$ cat config.mk
export PLATFORM = sky130hd
export DESIGN_NAME = velocity_pi_antiwindup_core
export DESIGN_NICKNAME = d
export VERILOG_FILES = /design/src/rtl/vpa_pkg.sv /design/src/rtl/vpa_mul_serial.sv /design/src/rtl/vpa_div_serial.sv /design/src/rtl/velocity_pi_antiwindup_core.sv
export SDC_FILE = /design/constraint.sdc
export NUM_CORES = 1
export LEC_CHECK = 0
export ABC_AREA = 1
export BUFFER_PORTS_ARGS = -buffer_cell sky130_fd_sc_hd__clkbuf_2
export CORE_MARGIN = 4
export CORE_UTILIZATION = 50
export CTS_CLUSTER_DIAMETER = 60
export DETAILED_ROUTE_END_ITERATION = 7
export PLACE_DENSITY_LB_ADDON = 0.12
export RECOVER_POWER = 100
export SETUP_SLACK_MARGIN = 0.3
export SYNTH_ARGS = -nofsm -noshare
export SYNTH_HDL_FRONTEND = slang
export SYNTH_SLANG_ARGS = --single-unit
$ cat constraint.sdc
create_clock -name aclk -period 15.2 [get_ports aclk]
set_input_delay 0.76 -clock aclk [delete_from_list [all_inputs] [get_ports aclk]]
set_output_delay 0.76 -clock aclk [all_outputs]
set_load 0.05 [all_outputs]
$ cat src/rtl/vpa_pkg.sv
// shared types and constants of the velocity pi controller
`default_nettype none

package vpa_pkg;

    localparam int CFG_IDX_W  = 3;
    localparam int CFG_DATA_W = 16;

    localparam int SPEED_W    = 16;
    localparam int CFG15_W    = 15;
    localparam int GAIN_W     = 16;
    localparam int CMD_W      = 11;

    localparam int ERR_W      = 32;
    localparam int PROD_W     = ERR_W + GAIN_W;
    localparam int REF_MAG_W  = 31;
    localparam int TERM_W     = PROD_W - 15;
    localparam int SUM_W      = TERM_W + 1;

    localparam logic signed [PROD_W-1:0] Q15_HALF = PROD_W'(16384);
    localparam logic signed [ERR_W-1:0]  ERR_SAT  = ERR_W'(32767);

    localparam logic [CFG15_W-1:0] MAX_SPEED_RST  = CFG15_W'(1000);
    localparam logic [CFG15_W-1:0] TORQUE_MAX_RST = CFG15_W'(1000);

    typedef enum logic [CFG_IDX_W-1:0] {
        REG_MAX_SPEED,
        REG_PROP_GAIN,
        REG_INTEGRAL_GAIN,
        REG_INTEGRAL_LIMIT,
        REG_TORQUE_MAX
    } cfg_reg_t;

endpackage

`default_nettype wire

$ cat src/rtl/vpa_mul_serial.sv
// bit-serial shift-add multiplier, signed multiplicand by unsigned multiplier
`default_nettype none

module vpa_mul_serial #(
    parameter int A_W = 32,
    parameter int B_W = 16
) (
    input  wire logic                    aclk,
    input  wire logic                    aresetn,
    input  wire logic                    start,
    input  wire logic signed [A_W-1:0]   a,
    input  wire logic [B_W-1:0]          b,
    output logic                         done,
    output logic signed [A_W+B_W-1:0]    product
);

    localparam int P_W   = A_W + B_W;
    localparam int CNT_W = (B_W > 1) ? $clog2(B_W) : 1;
    localparam logic [CNT_W-1:0] LAST = CNT_W'(B_W - 1);

    logic                  busy_reg;
    logic                  done_reg;
    logic [CNT_W-1:0]      cnt_reg;
    logic signed [A_W-1:0] a_reg;
    logic [B_W-1:0]        b_reg;
    logic signed [P_W-1:0] acc_reg;
    logic signed [P_W-1:0] acc_next;
    logic signed [P_W-1:0] addend;

    assign addend   = b_reg[B_W-1] ? P_W'(a_reg) : '0;
    assign acc_next = $signed({acc_reg[P_W-2:0], 1'b0}) + addend;

    always_ff @(posedge aclk) begin
        if (!aresetn) begin
            busy_reg <= 1'b0;
            done_reg <= 1'b0;
            cnt_reg  <= '0;
        end else begin
            done_reg <= 1'b0;
            if (start) begin
                busy_reg <= 1'b1;
                cnt_reg  <= '0;
                a_reg    <= a;
                b_reg    <= b;
                acc_reg  <= '0;
            end else if (busy_reg) begin
                acc_reg <= acc_next;
                b_reg   <= {b_reg[B_W-2:0], 1'b0};
                cnt_reg <= cnt_reg + 1'b1;
                if (cnt_reg == LAST) begin
                    busy_reg <= 1'b0;
                    done_reg <= 1'b1;
                end
            end
        end
    end

    assign done    = done_reg;
    assign product = acc_reg;

endmodule

`default_nettype wire

$ cat src/rtl/vpa_div_serial.sv
// bit-serial restoring divider by a fixed divisor, one quotient bit per cycle
`default_nettype none

module vpa_div_serial #(
    parameter int N_W     = 31,
    parameter int DIVISOR = 1000
) (
    input  wire logic            aclk,
    input  wire logic            aresetn,
    input  wire logic            start,
    input  wire logic [N_W-1:0]  numer,
    output logic                 done,
    output logic [N_W-1:0]       quot
);

    localparam int R_W   = $clog2(DIVISOR + 1);
    localparam int CNT_W = (N_W > 1) ? $clog2(N_W) : 1;
    localparam logic [CNT_W-1:0] LAST  = CNT_W'(N_W - 1);
    localparam logic [R_W:0]     DIV_C = (R_W + 1)'(DIVISOR);

    logic             busy_reg;
    logic             done_reg;
    logic [CNT_W-1:0] cnt_reg;
    logic [R_W-1:0]   rem_reg;
    logic [N_W-1:0]   num_reg;
    logic [R_W:0]     trial;
    logic             fits;
    logic [R_W:0]     diff;

    assign trial = {rem_reg, num_reg[N_W-1]};
    assign fits  = (trial >= DIV_C);
    assign diff  = trial - DIV_C;

    always_ff @(posedge aclk) begin
        if (!aresetn) begin
            busy_reg <= 1'b0;
            done_reg <= 1'b0;
            cnt_reg  <= '0;
        end else begin
            done_reg <= 1'b0;
            if (start) begin
                busy_reg <= 1'b1;
                cnt_reg  <= '0;
                rem_reg  <= '0;
                num_reg  <= numer;
            end else if (busy_reg) begin
                rem_reg <= fits ? diff[R_W-1:0] : trial[R_W-1:0];
                num_reg <= {num_reg[N_W-2:0], fits};
                cnt_reg <= cnt_reg + 1'b1;
                if (cnt_reg == LAST) begin
                    busy_reg <= 1'b0;
                    done_reg <= 1'b1;
                end
            end
        end
    end

    assign done = done_reg;
    assign quot = num_reg;

endmodule

`default_nettype wire

$ cat src/rtl/velocity_pi_antiwindup_core.sv
// velocity pi controller with conditional-integration anti-windup, top level
//
//  channel  | direction | transfer when     | payload
//  ---------+-----------+-------------------+------------------------------------------
//  s_       | in        | s_valid & s_ready | velocity_setpoint, measured_speed, enable
//  m_       | out       | m_valid & m_ready | torque_command, speed_error, saturated
//  cfg_     | in        | cfg_wr_en         | cfg_index, cfg_data
//
//  an enabled tick runs the reference product, then the bit-serial divide by
//  FULL_SCALE_CMD, then the two gain products run side by side, and last the clamping
//  and the integrator update; a disabled tick goes straight to the output step.
//  reset clears the controller state and loads the register defaults.
//  a new item is taken once the sequencer is idle, even while the last result waits.
//  a stalled result holds the sequencer in its last step until the output frees.
`default_nettype none

module velocity_pi_antiwindup_core #(
    parameter int FULL_SCALE_CMD = 1000
) (
    input  wire logic                               aclk,
    input  wire logic                               aresetn,

    input  wire logic                               cfg_wr_en,
    input  wire logic [vpa_pkg::CFG_IDX_W-1:0]      cfg_index,
    input  wire logic [vpa_pkg::CFG_DATA_W-1:0]     cfg_data,

    input  wire logic                               s_valid,
    output logic                                    s_ready,
    input  wire logic signed [vpa_pkg::SPEED_W-1:0] s_velocity_setpoint,
    input  wire logic signed [vpa_pkg::SPEED_W-1:0] s_measured_speed,
    input  wire logic                               s_enable,

    output logic                                    m_valid,
    input  wire logic                               m_ready,
    output logic signed [vpa_pkg::CMD_W-1:0]        m_torque_command,
    output logic signed [vpa_pkg::SPEED_W-1:0]      m_speed_error,
    output logic                                    m_saturated
);

    import vpa_pkg::*;

    typedef enum logic [2:0] {
        ST_IDLE,
        ST_REFMUL,
        ST_DIV,
        ST_GAIN,
        ST_INTEG,
        ST_CMD,
        ST_OUT
    } state_t;

    localparam logic [CFG15_W-1:0] FSC_C = CFG15_W'(FULL_SCALE_CMD);

    state_t state_reg;

    logic [CFG15_W-1:0] max_speed_reg;
    logic [GAIN_W-1:0]  prop_gain_reg;
    logic [GAIN_W-1:0]  integral_gain_reg;
    logic [CFG15_W-1:0] integral_limit_reg;
    logic [CFG15_W-1:0] torque_max_reg;

    logic signed [SPEED_W-1:0] integ_reg;
    logic signed [SPEED_W-1:0] cand_reg;
    logic                      wind_reg;
    logic signed [SPEED_W-1:0] meas_reg;
    logic                      ref_neg_reg;
    logic signed [ERR_W-1:0]   err_reg;
    logic signed [TERM_W-1:0]  p_reg;
    logic signed [TERM_W-1:0]  di_reg;

    logic signed [CMD_W-1:0]   res_cmd_reg;
    logic signed [SPEED_W-1:0] res_err_reg;
    logic                      res_sat_reg;

    logic                      m_valid_reg;
    logic signed [CMD_W-1:0]   m_cmd_reg;
    logic signed [SPEED_W-1:0] m_err_reg;
    logic                      m_sat_reg;

    logic                      accept;
    logic                      active;
    logic                      p_start;
    logic                      i_start;
    logic signed [ERR_W-1:0]   p_a;
    logic [GAIN_W-1:0]         p_b;
    logic                      p_done;
    logic                      i_done;
    logic signed [PROD_W-1:0]  p_prod;
    logic signed [PROD_W-1:0]  i_prod;
    logic signed [PROD_W-1:0]  p_round;
    logic signed [PROD_W-1:0]  i_round;
    logic signed [PROD_W-1:0]  ref_mag_full;
    logic                      div_start;
    logic                      div_done;
    logic [REF_MAG_W-1:0]      div_quot;
    logic signed [ERR_W-1:0]   ref_val;
    logic signed [ERR_W-1:0]   err_calc;

    logic [CFG15_W-1:0]        tl;
    logic signed [SUM_W-1:0]   tl_pos;
    logic signed [SUM_W-1:0]   ilim_pos;
    logic signed [SUM_W-1:0]   integ_sum;
    logic signed [SPEED_W-1:0] integ_clamp;
    logic signed [SUM_W-1:0]   raw;
    logic signed [SUM_W-1:0]   cmd;
    logic                      sat;
    logic                      withdraw;
    logic signed [SPEED_W-1:0] err_out;

    assign s_ready = (state_reg == ST_IDLE);
    assign accept  = s_valid && s_ready;
    assign active  = s_enable && (max_speed_reg != '0);

    // shared multiplier: reference product first, then proportional product
    assign p_start   = (accept && active) || (state_reg == ST_DIV && div_done);
    assign i_start   = (state_reg == ST_DIV) && div_done;
    assign p_a       = (state_reg == ST_IDLE) ? ERR_W'(s_velocity_setpoint) : err_calc;
    assign p_b       = (state_reg == ST_IDLE) ? GAIN_W'(max_speed_reg) : prop_gain_reg;

    vpa_mul_serial #(
        .A_W (ERR_W),
        .B_W (GAIN_W)
    ) u_mul_p (
        .aclk    (aclk),
        .aresetn (aresetn),
        .start   (p_start),
        .a       (p_a),
        .b       (p_b),
        .done    (p_done),
        .product (p_prod)
    );

    vpa_mul_serial #(
        .A_W (ERR_W),
        .B_W (GAIN_W)
    ) u_mul_i (
        .aclk    (aclk),
        .aresetn (aresetn),
        .start   (i_start),
        .a       (err_calc),
        .b       (integral_gain_reg),
        .done    (i_done),
        .product (i_prod)
    );

    assign ref_mag_full = p_prod[PROD_W-1] ? -p_prod : p_prod;
    assign div_start    = (state_reg == ST_REFMUL) && p_done;

    vpa_div_serial #(
        .N_W     (REF_MAG_W),
        .DIVISOR (FULL_SCALE_CMD)
    ) u_div (
        .aclk    (aclk),
        .aresetn (aresetn),
        .start   (div_start),
        .numer   (ref_mag_full[REF_MAG_W-1:0]),
        .done    (div_done),
        .quot    (div_quot)
    );

    // truncation toward zero: divide the magnitude, then restore the sign
    assign ref_val  = ref_neg_reg ? -$signed({1'b0, div_quot}) : $signed({1'b0, div_quot});
    assign err_calc = ref_val - ERR_W'(meas_reg);

    // round half up, floor shift by 15
    assign p_round = p_prod + Q15_HALF;
    assign i_round = i_prod + Q15_HALF;

    // torque limit: zero means full scale, capped at full scale
    assign tl       = (torque_max_reg == '0 || torque_max_reg > FSC_C) ? FSC_C : torque_max_reg;
    assign tl_pos   = $signed({{(SUM_W - CFG15_W){1'b0}}, tl});
    assign ilim_pos = $signed({{(SUM_W - CFG15_W){1'b0}}, integral_limit_reg});

    assign integ_sum = SUM_W'(integ_reg) + SUM_W'(di_reg);

    always_comb begin
        if (integ_sum > ilim_pos) begin
            integ_clamp = SPEED_W'(ilim_pos);
        end else if (integ_sum < -ilim_pos) begin
            integ_clamp = SPEED_W'(-ilim_pos);
        end else begin
            integ_clamp = integ_sum[SPEED_W-1:0];
        end
    end

    assign raw = SUM_W'(p_reg) + SUM_W'(cand_reg);

    always_comb begin
        if (raw > tl_pos) begin
            cmd = tl_pos;
        end else if (raw < -tl_pos) begin
            cmd = -tl_pos;
        end else begin
            cmd = raw;
        end
    end

    assign sat      = (cmd != raw);
    assign withdraw = sat && !wind_reg &&
                      ((cmd > 0 && err_reg > 0) || (cmd < 0 && err_reg < 0));

    always_comb begin
        if (err_reg > ERR_SAT) begin
            err_out = SPEED_W'(ERR_SAT);
        end else if (err_reg < -ERR_SAT) begin
            err_out = SPEED_W'(-ERR_SAT);
        end else begin
            err_out = err_reg[SPEED_W-1:0];
        end
    end

    always_ff @(posedge aclk) begin
        if (!aresetn) begin
            state_reg          <= ST_IDLE;
            m_valid_reg        <= 1'b0;
            integ_reg          <= '0;
            wind_reg           <= 1'b0;
            max_speed_reg      <= MAX_SPEED_RST;
            prop_gain_reg      <= '0;
            integral_gain_reg  <= '0;
            integral_limit_reg <= '0;
            torque_max_reg     <= TORQUE_MAX_RST;
        end else begin
            if (cfg_wr_en) begin
                case (cfg_reg_t'(cfg_index))
                    REG_MAX_SPEED:      max_speed_reg      <= cfg_data[CFG15_W-1:0];
                    REG_PROP_GAIN:      prop_gain_reg      <= cfg_data[GAIN_W-1:0];
                    REG_INTEGRAL_GAIN:  integral_gain_reg  <= cfg_data[GAIN_W-1:0];
                    REG_INTEGRAL_LIMIT: integral_limit_reg <= cfg_data[CFG15_W-1:0];
                    REG_TORQUE_MAX:     torque_max_reg     <= cfg_data[CFG15_W-1:0];
                    default: begin
                    end
                endcase
            end

            if (m_valid_reg && m_ready) begin
                m_valid_reg <= 1'b0;
            end

            case (state_reg)
                ST_IDLE: begin
                    if (s_valid) begin
                        meas_reg <= s_measured_speed;
                        if (active) begin
                            state_reg <= ST_REFMUL;
                        end else begin
                            integ_reg   <= '0;
                            res_cmd_reg <= '0;
                            res_err_reg <= '0;
                            res_sat_reg <= 1'b0;
                            state_reg   <= ST_OUT;
                        end
                    end
                end
                ST_REFMUL: begin
                    if (p_done) begin
                        ref_neg_reg <= p_prod[PROD_W-1];
                        state_reg   <= ST_DIV;
                    end
                end
                ST_DIV: begin
                    if (div_done) begin
                        err_reg   <= err_calc;
                        state_reg <= ST_GAIN;
                    end
                end
                ST_GAIN: begin
                    if (p_done) begin
                        p_reg     <= p_round[PROD_W-1:15];
                        di_reg    <= i_round[PROD_W-1:15];
                        state_reg <= ST_INTEG;
                    end
                end
                ST_INTEG: begin
                    cand_reg  <= integ_clamp;
                    wind_reg  <= 1'b0;
                    state_reg <= ST_CMD;
                end
                ST_CMD: begin
                    if (withdraw) begin
                        // drop this tick's increment and recompute
                        cand_reg <= integ_reg;
                        wind_reg <= 1'b1;
                    end else begin
                        integ_reg   <= cand_reg;
                        res_cmd_reg <= cmd[CMD_W-1:0];
                        res_err_reg <= err_out;
                        res_sat_reg <= sat;
                        state_reg   <= ST_OUT;
                    end
                end
                ST_OUT: begin
                    if (!m_valid_reg || m_ready) begin
                        m_valid_reg <= 1'b1;
                        m_cmd_reg   <= res_cmd_reg;
                        m_err_reg   <= res_err_reg;
                        m_sat_reg   <= res_sat_reg;
                        state_reg   <= ST_IDLE;
                    end
                end
                default: begin
                    state_reg <= ST_IDLE;
                end
            endcase
        end
    end

    assign m_valid          = m_valid_reg;
    assign m_torque_command = m_cmd_reg;
    assign m_speed_error    = m_err_reg;
    assign m_saturated      = m_sat_reg;

    a_gain_done_together: assert property (@(posedge aclk) disable iff (!aresetn)
        (state_reg == ST_GAIN) && p_done |-> i_done)
        else $error("gain products finished apart");

    a_div_done_in_div: assert property (@(posedge aclk) disable iff (!aresetn)
        div_done |-> state_reg == ST_DIV)
        else $error("divider finished outside its step");

    a_mul_done_state: assert property (@(posedge aclk) disable iff (!aresetn)
        p_done |-> (state_reg == ST_REFMUL || state_reg == ST_GAIN))
        else $error("multiplier finished outside its steps");

    a_out_load: assert property (@(posedge aclk) disable iff (!aresetn)
        (state_reg == ST_OUT) && (!m_valid_reg || m_ready) |=> m_valid && s_ready)
        else $error("result not presented after final step");

    a_single_withdraw: assert property (@(posedge aclk) disable iff (!aresetn)
        (state_reg == ST_CMD) && wind_reg |=> state_reg == ST_OUT)
        else $error("anti-windup recompute repeated");

endmodule

`default_nettype wire
Word level (Yosys, flattened, before mapping)
Cells that the tools add are included.
{"block": "word_totals", "ff_bits": 536, "in_bits": 57, "out_inout_bits": 30}
{"block": "op_classes", "n_addsub": 15, "order_cmp": 12, "n_eq_ne": 22, "mux": 62, "n_bitwise": 3, "reduce_logical": 50}
{"op": "16-bit 2-to-1 mux", "count": 13}
{"op": "48-bit 2-to-1 mux", "count": 4}
{"op": "48-bit by 16-bit adder with 48-bit output, second input constant", "count": 2}
{"op": "48-bit adder", "count": 2}
{"op": "16-bit one-hot mux with 2 select lines", "count": 3}
{"op": "31-bit 2-to-1 mux", "count": 3}
{"op": "34-bit by 16-bit > comparator with 1-bit output", "count": 2}
{"op": "34-bit < comparator", "count": 2}
{"op": "34-bit 2-to-1 mux", "count": 2}
{"op": "15-bit negator with 34-bit output", "count": 2}
{"op": "32-bit 2-to-1 mux", "count": 2}
{"op": "16-bit by 33-bit adder with 34-bit output", "count": 1}
{"op": "33-bit by 16-bit adder with 34-bit output", "count": 1}
{"op": "34-bit by 1-bit > comparator with 1-bit output, second input constant", "count": 1}
{"op": "34-bit by 1-bit < comparator with 1-bit output, second input constant", "count": 1}
{"op": "34-bit inequality test", "count": 1}
{"op": "11-bit 2-to-1 mux", "count": 3}
{"op": "32-bit by 1-bit > comparator with 1-bit output, second input constant", "count": 1}
{"op": "32-bit by 16-bit > comparator with 1-bit output, second input constant", "count": 1}
{"op": "32-bit by 1-bit < comparator with 1-bit output, second input constant", "count": 1}
{"op": "32-bit by 16-bit < comparator with 1-bit output, second input constant", "count": 1}
{"op": "31-bit negator with 32-bit output", "count": 1}
{"op": "32-bit by 16-bit subtractor with 32-bit output", "count": 1}
{"op": "31-bit negator", "count": 1}
{"op": "other kinds (33)", "count": 112}

Logic depth before layout (Yosys ltp)
Gate-level depths: netlist of run 1.
{"block": "logic_depth", "ltp_word": 13, "ltp_mapped": 43, "ltp_nobuf": 41}

Modules after synthesis
A second synthesis of run 1 with hierarchy kept.
{"block": "hier_totals", "cells_unflattened": 5631, "hier_area_um2": 40418.8}
{"mod": "velocity_pi_antiwindup_core", "n_inst": 1, "cells_per_inst": 3238, "area_per_inst_um2": 23455.0, "seq_area_each_um2": 7577.3}
{"mod": "vpa_mul_serial at u_mul_p", "n_inst": 1, "cells_per_inst": 1095, "area_per_inst_um2": 7388.3, "seq_area_each_um2": 3002.9}
{"mod": "vpa_mul_serial at u_mul_i", "n_inst": 1, "cells_per_inst": 1069, "area_per_inst_um2": 7353.3, "seq_area_each_um2": 3002.9}
{"mod": "vpa_div_serial", "n_inst": 1, "cells_per_inst": 229, "area_per_inst_um2": 2222.1, "seq_area_each_um2": 1371.3}

Least setup slack after synthesis of run 1
Ideal clock, no wire load.
{"block": "synth_path", "kind": "reg2reg", "start": "register torque_max_reg[4]", "end": "register res_cmd_reg[0], enable pin", "arrival_ps": 7129, "t_required_ps": 14746, "setup_slack_ps": 7617, "stages_incl_launch_ff": 40, "path_buffers": 2, "synth_period_minus_slack_ps": 7583, "cell_sequence": "dfxtp_1 inv_2 nand2_1 nor3_1 nand3_1 nand3_1 clkbuf_1 nor2_1 inv_1 ha_1 inv_1 nor4_1 nand4_1 nor3_1 ha_1 inv_1 ha_1 nand2_1 (+4 left out) nand3_1 nand2_1 nand2_1 inv_1 clkbuf_1 o21ai_0 inv_1 nand2_1 nand2_1 nand2_1 nand2_1 nand3_1 nor2_1 nand2_1 nor2_2 nand2_4 nand4_1 nor3b_1"}
{"block": "synth_via", "elab_chain_len": 13, "word_cells_on_any_way": 19, "cone_classes": "1 x add/sub; 5 x order compare; 2 x eq/ne; 3 x mux; 8 x reduce/logical"}
{"item": "from (decl)", "line_no": "velocity_pi_antiwindup_core.sv:60", "rtl": "logic [CFG15_W-1:0] torque_max_reg;"}
{"item": "from (signal assigned)", "line_no": "velocity_pi_antiwindup_core.sv:230", "rtl": "REG_TORQUE_MAX: torque_max_reg <= cfg_data[CFG15_W-1:0];"}
{"item": "15-bit by 10-bit > comparator with 1-bit output or 15-bit logical NOT (tied branches)", "line_no": "velocity_pi_antiwindup_core.sv:170", "rtl": "assign tl = (torque_max_reg == '0 || torque_max_reg > FSC_C) ? FSC_C : torque_max_reg;"}
{"item": "1-bit logical OR", "line_no": "velocity_pi_antiwindup_core.sv:170"}
{"item": "15-bit 2-to-1 mux (*)", "line_no": "velocity_pi_antiwindup_core.sv:170"}
{"item": "15-bit negator with 34-bit output", "line_no": "velocity_pi_antiwindup_core.sv:191, velocity_pi_antiwindup_core.sv:192"}
{"item": "34-bit < comparator", "line_no": "velocity_pi_antiwindup_core.sv:191", "rtl": "end else if (raw < -tl_pos) begin"}
{"item": "34-bit 2-to-1 mux", "line_no": "velocity_pi_antiwindup_core.sv:191"}
{"item": "34-bit 2-to-1 mux (*)", "line_no": "velocity_pi_antiwindup_core.sv:189", "rtl": "if (raw > tl_pos) begin"}
{"item": "34-bit by 1-bit > comparator with 1-bit output or 34-bit by 1-bit < comparator with 1-bit output (tied branches)", "line_no": "velocity_pi_antiwindup_core.sv:200", "rtl": "((cmd > 0 && err_reg > 0) || (cmd < 0 && err_reg < 0));"}
{"item": "1-bit logical AND", "line_no": "velocity_pi_antiwindup_core.sv:200"}
{"item": "1-bit logical OR", "line_no": "velocity_pi_antiwindup_core.sv:200"}
{"item": "1-bit logical AND (*)", "line_no": "velocity_pi_antiwindup_core.sv:199", "rtl": "assign withdraw = sat && !wind_reg &&"}
{"item": "2-bit inequality test (no source line) (*)"}
{"item": "5-bit AND reduction (no source line) (*)"}
{"item": "to (signal assigned)", "line_no": "velocity_pi_antiwindup_core.sv:286", "rtl": "res_cmd_reg <= cmd[CMD_W-1:0];"}
{"item": "to (decl)", "line_no": "velocity_pi_antiwindup_core.sv:71", "rtl": "logic signed [CMD_W-1:0] res_cmd_reg;"}
Mark *: on every way between the ends. The rest lies on a longest branch, timed or not.
A chain may end at the register's enable or synchronous reset.

Final worst setup path of run 1
{"block": "layout_path", "start": "register state_reg[1]", "end": "register u_mul_p.acc_reg[0] (netlist: u_mul_p.product[0]), enable pin"}
{"block": "layout_via", "elab_chain_len": 6, "word_cells_on_any_way": 8, "cone_classes": "1 x eq/ne; 7 x reduce/logical"}
{"item": "from (decl)", "line_no": "velocity_pi_antiwindup_core.sv:54", "rtl": "state_t state_reg;"}
{"item": "from (signal assigned)", "line_no": "velocity_pi_antiwindup_core.sv:214", "rtl": "state_reg <= ST_IDLE;"}
{"item": "from (signal assigned)", "line_no": "velocity_pi_antiwindup_core.sv:245", "rtl": "state_reg <= ST_REFMUL;"}
{"item": "from (signal assigned)", "line_no": "velocity_pi_antiwindup_core.sv:251", "rtl": "state_reg <= ST_OUT;"}
{"item": "3-bit logical NOT", "line_no": "velocity_pi_antiwindup_core.sv:110", "rtl": "assign s_ready = (state_reg == ST_IDLE);"}
{"item": "1-bit logical AND", "line_no": "velocity_pi_antiwindup_core.sv:111", "rtl": "assign accept = s_valid && s_ready;"}
{"item": "1-bit logical AND", "line_no": "velocity_pi_antiwindup_core.sv:115", "rtl": "assign p_start = (accept && active) || (state_reg == ST_DIV && div_done);"}
{"item": "1-bit logical OR (*)", "line_no": "velocity_pi_antiwindup_core.sv:115"}
{"item": "2-bit nonzero test (no source line) (*)"}
{"item": "2-bit AND reduction (no source line) (*)"}
{"item": "to (signal assigned)", "line_no": "vpa_mul_serial.sv:47", "rtl": "acc_reg <= acc_next;"}
{"item": "to (decl)", "line_no": "vpa_mul_serial.sv:26", "rtl": "logic signed [P_W-1:0] acc_reg;"}
Marked as above.

==> results.cfg, run 1 <==
[cells_and_area]
final_cell_mix = 1174 x nand2_1, 637 x inv_1, 504 x nor2_1
areaGrowthSynthToFinish_pct = 9.37
final_common_cell = nand2_1
diodes = 0
fin_area_um2 = 41200
fillCellCount = 7197
fin_util_pct = 55.2
nets = 5358
drive_gt1_share_pct = 4.22

[synthesis]
yosysTopAreaCellShare_pct = 33.5
synth.yosys.seq_area_share_pct = 39.7
synth_edf_count = 420
synth-async-reset-ratio_pct = 0
avgSynthCellArea_um2 = 7.68
syn-cell-area_um2 = 37600
synth_top_area_cell = edfxtp_1
synth_cell_types = 62
synth_cells = 4903
yosys_register_bits = 536
synth.area.top_cells = edfxtp_1 34%, nand2_1 12%, ha_1 9.9%
ys.flop_type = edfxtp_1
yosys_warnings = 0

[clock_tree]
ctsHtreeMaxLevel = 3
clockBufferDepth = 3
cts_tree = done
clock_sinks = 536
cts_buffers = 66
hold_buffers = 0
cts_root_buf = clkbuf_16
post_cts.repair.setup_buffers = 0
cts_resized = 0
path_clk_slew_ns = 0.06
clk-insertion-delay-late_ns = 0.61

[power_and_ir_drop]
power.leakage_uw = 0.0185
seqPwrFrac_pct = 37.4
p_sw_share_pct = 35.2
power_uw = 4760
p_clk_share_pct = 32.7
p_int_uw = 3090
pwr-share-comb_pct = 29.9
max-vdd-ir-drop_mv = 0.120
power_density_nw_per_um2 = 116
power.switching_uw = 1670

[timing]
slew_viol_final = 756
max_freq_mhz = 90.5
finalSetupTns_ns = 0
setup_violations = 0
fin_skew_ns = 0.0340
finalHoldViolations = 0
timing.final.crit_share_pct = 72.7
rsz0062_at_grt = no
period_needed_ns = 11.04
slew_headroom_pct = -164
tightest_slew_ns = 3.97

[run_status]
outcome = finished, violations left
violations = max-capacitance violations, max-slew violations

[critical_path]
cp-start-kind = flip-flop
worst_ep_arrival_time_ns = 11.27
reg2reg_to = u_mul_p.product[0]
rrSetupSlack_ns = 4.16
rr_worst_depth = 11
cp_max_fo = 76
path_class = reg2reg
worstSetupEndpointType = flip-flop
rr_startpoint = state_reg[1]
cp.required_ns = 15.42

[drt]
via_per_inst = 5.43
drc_errors = 0
drt_iter0_drc = 2626
vias = 32700
drt_pass1_iterations = 8
ant_nets = 0
wire_per_inst_um = 16.8
drt-total-wl_mm = 101

[floorplanning]
row_count = 100
die_w_um = 282
io-pin-count = 87
die_h_um = 282
core_um2 = 74600
die-area_um2 = 79700
start_util_pct = 50.5

[global_routing]
antenna_found_initial = 0
grt.overflow.total = 0
track_usage_pct = 25.0
grt_pass1_vias = 30400
grt_pass1_wl_mm = 160
grt_max_degree = 78

[placement]
port_buffers = 86
placed_cell_area_um2 = 39200
finalWeightedCongestion = 0.914
dp_hpwl_mm = 78.0

[min_path]
hold_path_depth = 1
holdPathEnd = meas_reg[5]
hp-class = in2reg
hold_path_startpoint = s_measured_speed[5]

[flow_run]
max_cap_violations = 18
==> routing by layer <==
layer  global-route usage, %  vias to the layer above  wire length (um)  share of wire [%]
met5                       0                        -                 0                  0
met3                    3.62                      174              5630                5.6
met4                    7.10                        0              2810                2.8
li1                        -                    16700                 -                  -
met1                    34.1                    15000             46300                 46
met2                    41.6                      851             46300                 46
==> stage by stage <==
stage	hold slack, ns	setup slack, ns	cells
5_1_grt	0.303	3.08	6018
3_5_place_dp	0.405	6.20	5898
3_3_place_gp	0.401	6.45	5898
4_1_cts	0.294	6.20	6018
2_1_floorplan	0.400	7.62	4919
6_report	0.324	4.16	6018
==> power groups by stage <==
stage                     combinational [uW]  sequential (uW)  clock (uW)
after detailed placement                1400             1810           0
after CTS                               1410             1780        1590
after global placement                  1390             1810           0
after global routing                    1610             1790        1660
final                                   1420             1780        1560
after floorplan                         1020             1800           0
==> worst max path at each step <==
| stage | from | slack (ns) | end | depth (start not counted) |
|---|---|---|---|---|
| 2_1_floorplan | torque_max_reg[4] | 7.62 | res_cmd_reg[0] | 39 |
| 3_3_place_gp | cand_reg[15] | 6.45 | res_err_reg[5] | 35 |
| 3_5_place_dp | torque_max_reg[8] | 6.20 | res_err_reg[6] | 38 |
| 4_1_cts | torque_max_reg[8] | 6.20 | res_err_reg[8] | 38 |
| 5_1_grt | state_reg[1] | 3.08 | u_mul_p.busy_reg | 13 |
| 6_report | state_reg[1] | 4.16 | u_mul_p.product[0] | 11 |
==> kinds of logic after synthesis <==
logic type | after synthesis | synth area share, %
adders and majority gates | 304 | 10.2
buffers and inverters | 751 | 7.62
AOI/OAI and AO/OA | 924 | 13.4
and+or+nand+nor | 2169 | 24.0
DFF | 536 | 39.7
xor gates and xnor gates | 217 | 5.05
other | 2 | 0.0200
==> layout make-up <==
| class | instances | area, um^2 | share of cell area, % |
|---|---|---|---|
| flip-flops and latches | 536 | 14900 | 36.3 |
| inverters | 644 | 2420 | 5.87 |
| clock inverters | 34 | 395 | 0.961 |
| clock buffers | 86 | 1750 | 4.24 |
| multi-input cells | 3632 | 19900 | 48.4 |
| well taps | 969 | 1210 | 2.95 |
| repair buffers | 117 | 539 | 1.31 |
==> cells in the mapped netlist (all sizes together), types with 5 or more instances <==
| cell | instances |
|---|---|
| o211ai | 20 |
| ha | 299 |
| o21a | 40 |
| a21oi | 416 |
| a21boi | 17 |
| nor2 | 511 |
| nand3 | 209 |
| inv | 641 |
| nand4 | 77 |
| edfxtp | 420 |
| nor4 | 25 |
| nor3 | 103 |
| a211oi | 11 |
| o31ai | 5 |
| or2 | 31 |
| o21ai | 330 |
| fa | 5 |
| nand3b | 8 |
| a21o | 10 |
| xor2 | 164 |
| xnor2 | 53 |
| clkbuf | 92 |
| o21bai | 15 |
| and2 | 7 |
| a31oi | 40 |
| buf | 15 |
| dfxtp | 116 |
| nand2 | 1180 |
| nor3b | 8 |
==> critical path, cell delays in order (launching register included) <==
cell	delay (ns)
dfxtp_1	0.41
inv_1	0.08
nor2_1	0.17
nand2_1	0.12
nor2_1	2.33
inv_1	0.10
clkbuf_1	1.09
nand2_2	0.34
clkbuf_1	2.80
inv_1	1.48
a21oi_4	0.98
buf_4	0.67
(Power assumes the default switching activity.)
==> inputs of run 2 (changes only) <==
==> constraint.sdc (replaced) <==
create_clock -name aclk -period 10 [get_ports aclk]
set_input_delay 0.5 -clock aclk [delete_from_list [all_inputs] [get_ports aclk]]
set_output_delay 0.5 -clock aclk [all_outputs]
set_load 0.05 [all_outputs]
==> results.cfg, run 2 (synthesis gave the netlist of run 1 again) <==
[timing]
max_freq_mhz = 116
setup_slack_ns = 1.40
finalSetupTns_ns = 0
rsz0062_at_grt = no
tightest_slew_ns = 4.07
finalHoldViolations = 0
fin_skew_ns = 0.0318
period_needed_ns = 8.60
slew_headroom_pct = -171
setup_violations = 0
timing.final.crit_share_pct = 86.0
slew_viol_final = 784

[critical_path]
slowest_stage = nand2_1
cp_top_family = simple AND/OR/NAND/NOR gates
rr_worst_depth = 36
path_class = reg2reg
cp-start-kind = flip-flop
cp.required_ns = 10.25
worst_path_most_repeated_cell = nand2_1
cp.depth = 36
cpPeakStageDelay_ns = 0.74
worst_ep_arrival_time_ns = 8.85
crit_buf_inv = 5
cp_max_fo = 32
worstSetupEndpointType = flip-flop

[drt]
drt-total-wl_mm = 101
via_per_inst = 5.42
wl_met1_mm = 46.8
drc_errors = 0
wire_per_inst_um = 16.8
met2WireLength_mm = 46.5
highest_layer = met4
dr_wl_met3_mm = 5.21
vias = 32600
drt_iter0_drc = 2549
ant_nets = 0
drt_pass1_iterations = 8

[global_routing]
grt.overflow.total = 0
antenna_found_initial = 1
grt_pass1_wl_mm = 160
grt_pass1_vias = 30300
track_usage_pct = 25.0
grt_max_degree = 81

[cells_and_area]
fillCellCount = 7232
diodes = 0
drive_gt1_share_pct = 4.34
nets = 5359
multi_input_comb_area_um2 = 19900
areaGrowthSynthToFinish_pct = 9.23
layout.area.seq_um2 = 14900
final_common_cell = nand2_1
fin_area_um2 = 41100
final_cell_mix = 1176 x nand2_1, 637 x inv_1, 504 x nor2_1

[floorplanning]
row_count = 100
io-pin-count = 87
die_w_um = 282
core_um2 = 74600
die_h_um = 282
die-area_um2 = 79700
start_util_pct = 50.5

[run_status]
violations = max-capacitance violations, max-slew violations
outcome = finished, violations left

[clock_tree]
clk-insertion-delay-late_ns = 0.61
cts_buffers = 66
cts_tree = done
ctsHtreeMaxLevel = 3
clock_sinks = 536
cts_resized = 0
path_clk_slew_ns = 0.06
hold_buffers = 0
clockBufferDepth = 3
cts_root_buf = clkbuf_16
post_cts.repair.setup_buffers = 0

[placement]
port_buffers = 86
placed_cell_area_um2 = 39200
dp_hpwl_mm = 77.7
dp_worst_setup_slack_ns = 1.80
finalWeightedCongestion = 0.934

[flow_run]
max_cap_violations = 18

[power_and_ir_drop]
power_density_nw_per_um2 = 175
max-vdd-ir-drop_mv = 0.138
power.leakage_uw = 0.0186

[min_path]
hold_path_depth = 1
hp-class = in2reg
==> run 2: metrics by stage <==
stage	power [uW]	utilization [%]	hold slack, ns	cells
after floorplan	4280	-	0.400	4919
final	7190	55.1	0.0692	6018
after global routing	7640	55.1	0.0518	6018
after global placement	4850	52.6	0.406	5899
after detailed placement	4880	52.6	0.408	5899
after CTS	7230	55.4	0.0312	6018
==> run 2: power by group <==
part / switching [uW] / internal, uW / leakage [uW] / total (uW)
clock: 966 / 1360 / 0.00104 / 2320
combinational: 1480 / 673 / 0.0128 / 2150
sequential: 96.2 / 2620 / 0.00475 / 2710
==> run 2: metal layers <==
metal	up-vias	track usage, %
li1	16600	-
met1	15100	34.7
met5	-	0
met2	781	41.7
met3	145	2.99
met4	0	6.79
==> run 2: path summary, 6_finish.rpt <==
| kind | startpoint | to | slack, ns |
|---|---|---|---|
| setup / recovery | torque_max_reg[8] | res_cmd_reg[1] | 1.40 |
| hold / removal | s_measured_speed[4] | meas_reg[4] | 0.07 |
| setup reg to reg | torque_max_reg[8] | res_cmd_reg[1] | 1.40 |
| hold reg to reg | res_sat_reg | m_saturated | 0.41 |
==> run 2: layout make-up <==
type,instances,share of cell area [%]
Multi-Input combinational cell,3632,48.4
Sequential cell,536,36.3
Inverter,644,5.88
Clock buffer,86,4.35
Tap cell,969,2.95
Timing Repair Buffer,118,1.33
Clock inverter,33,0.764
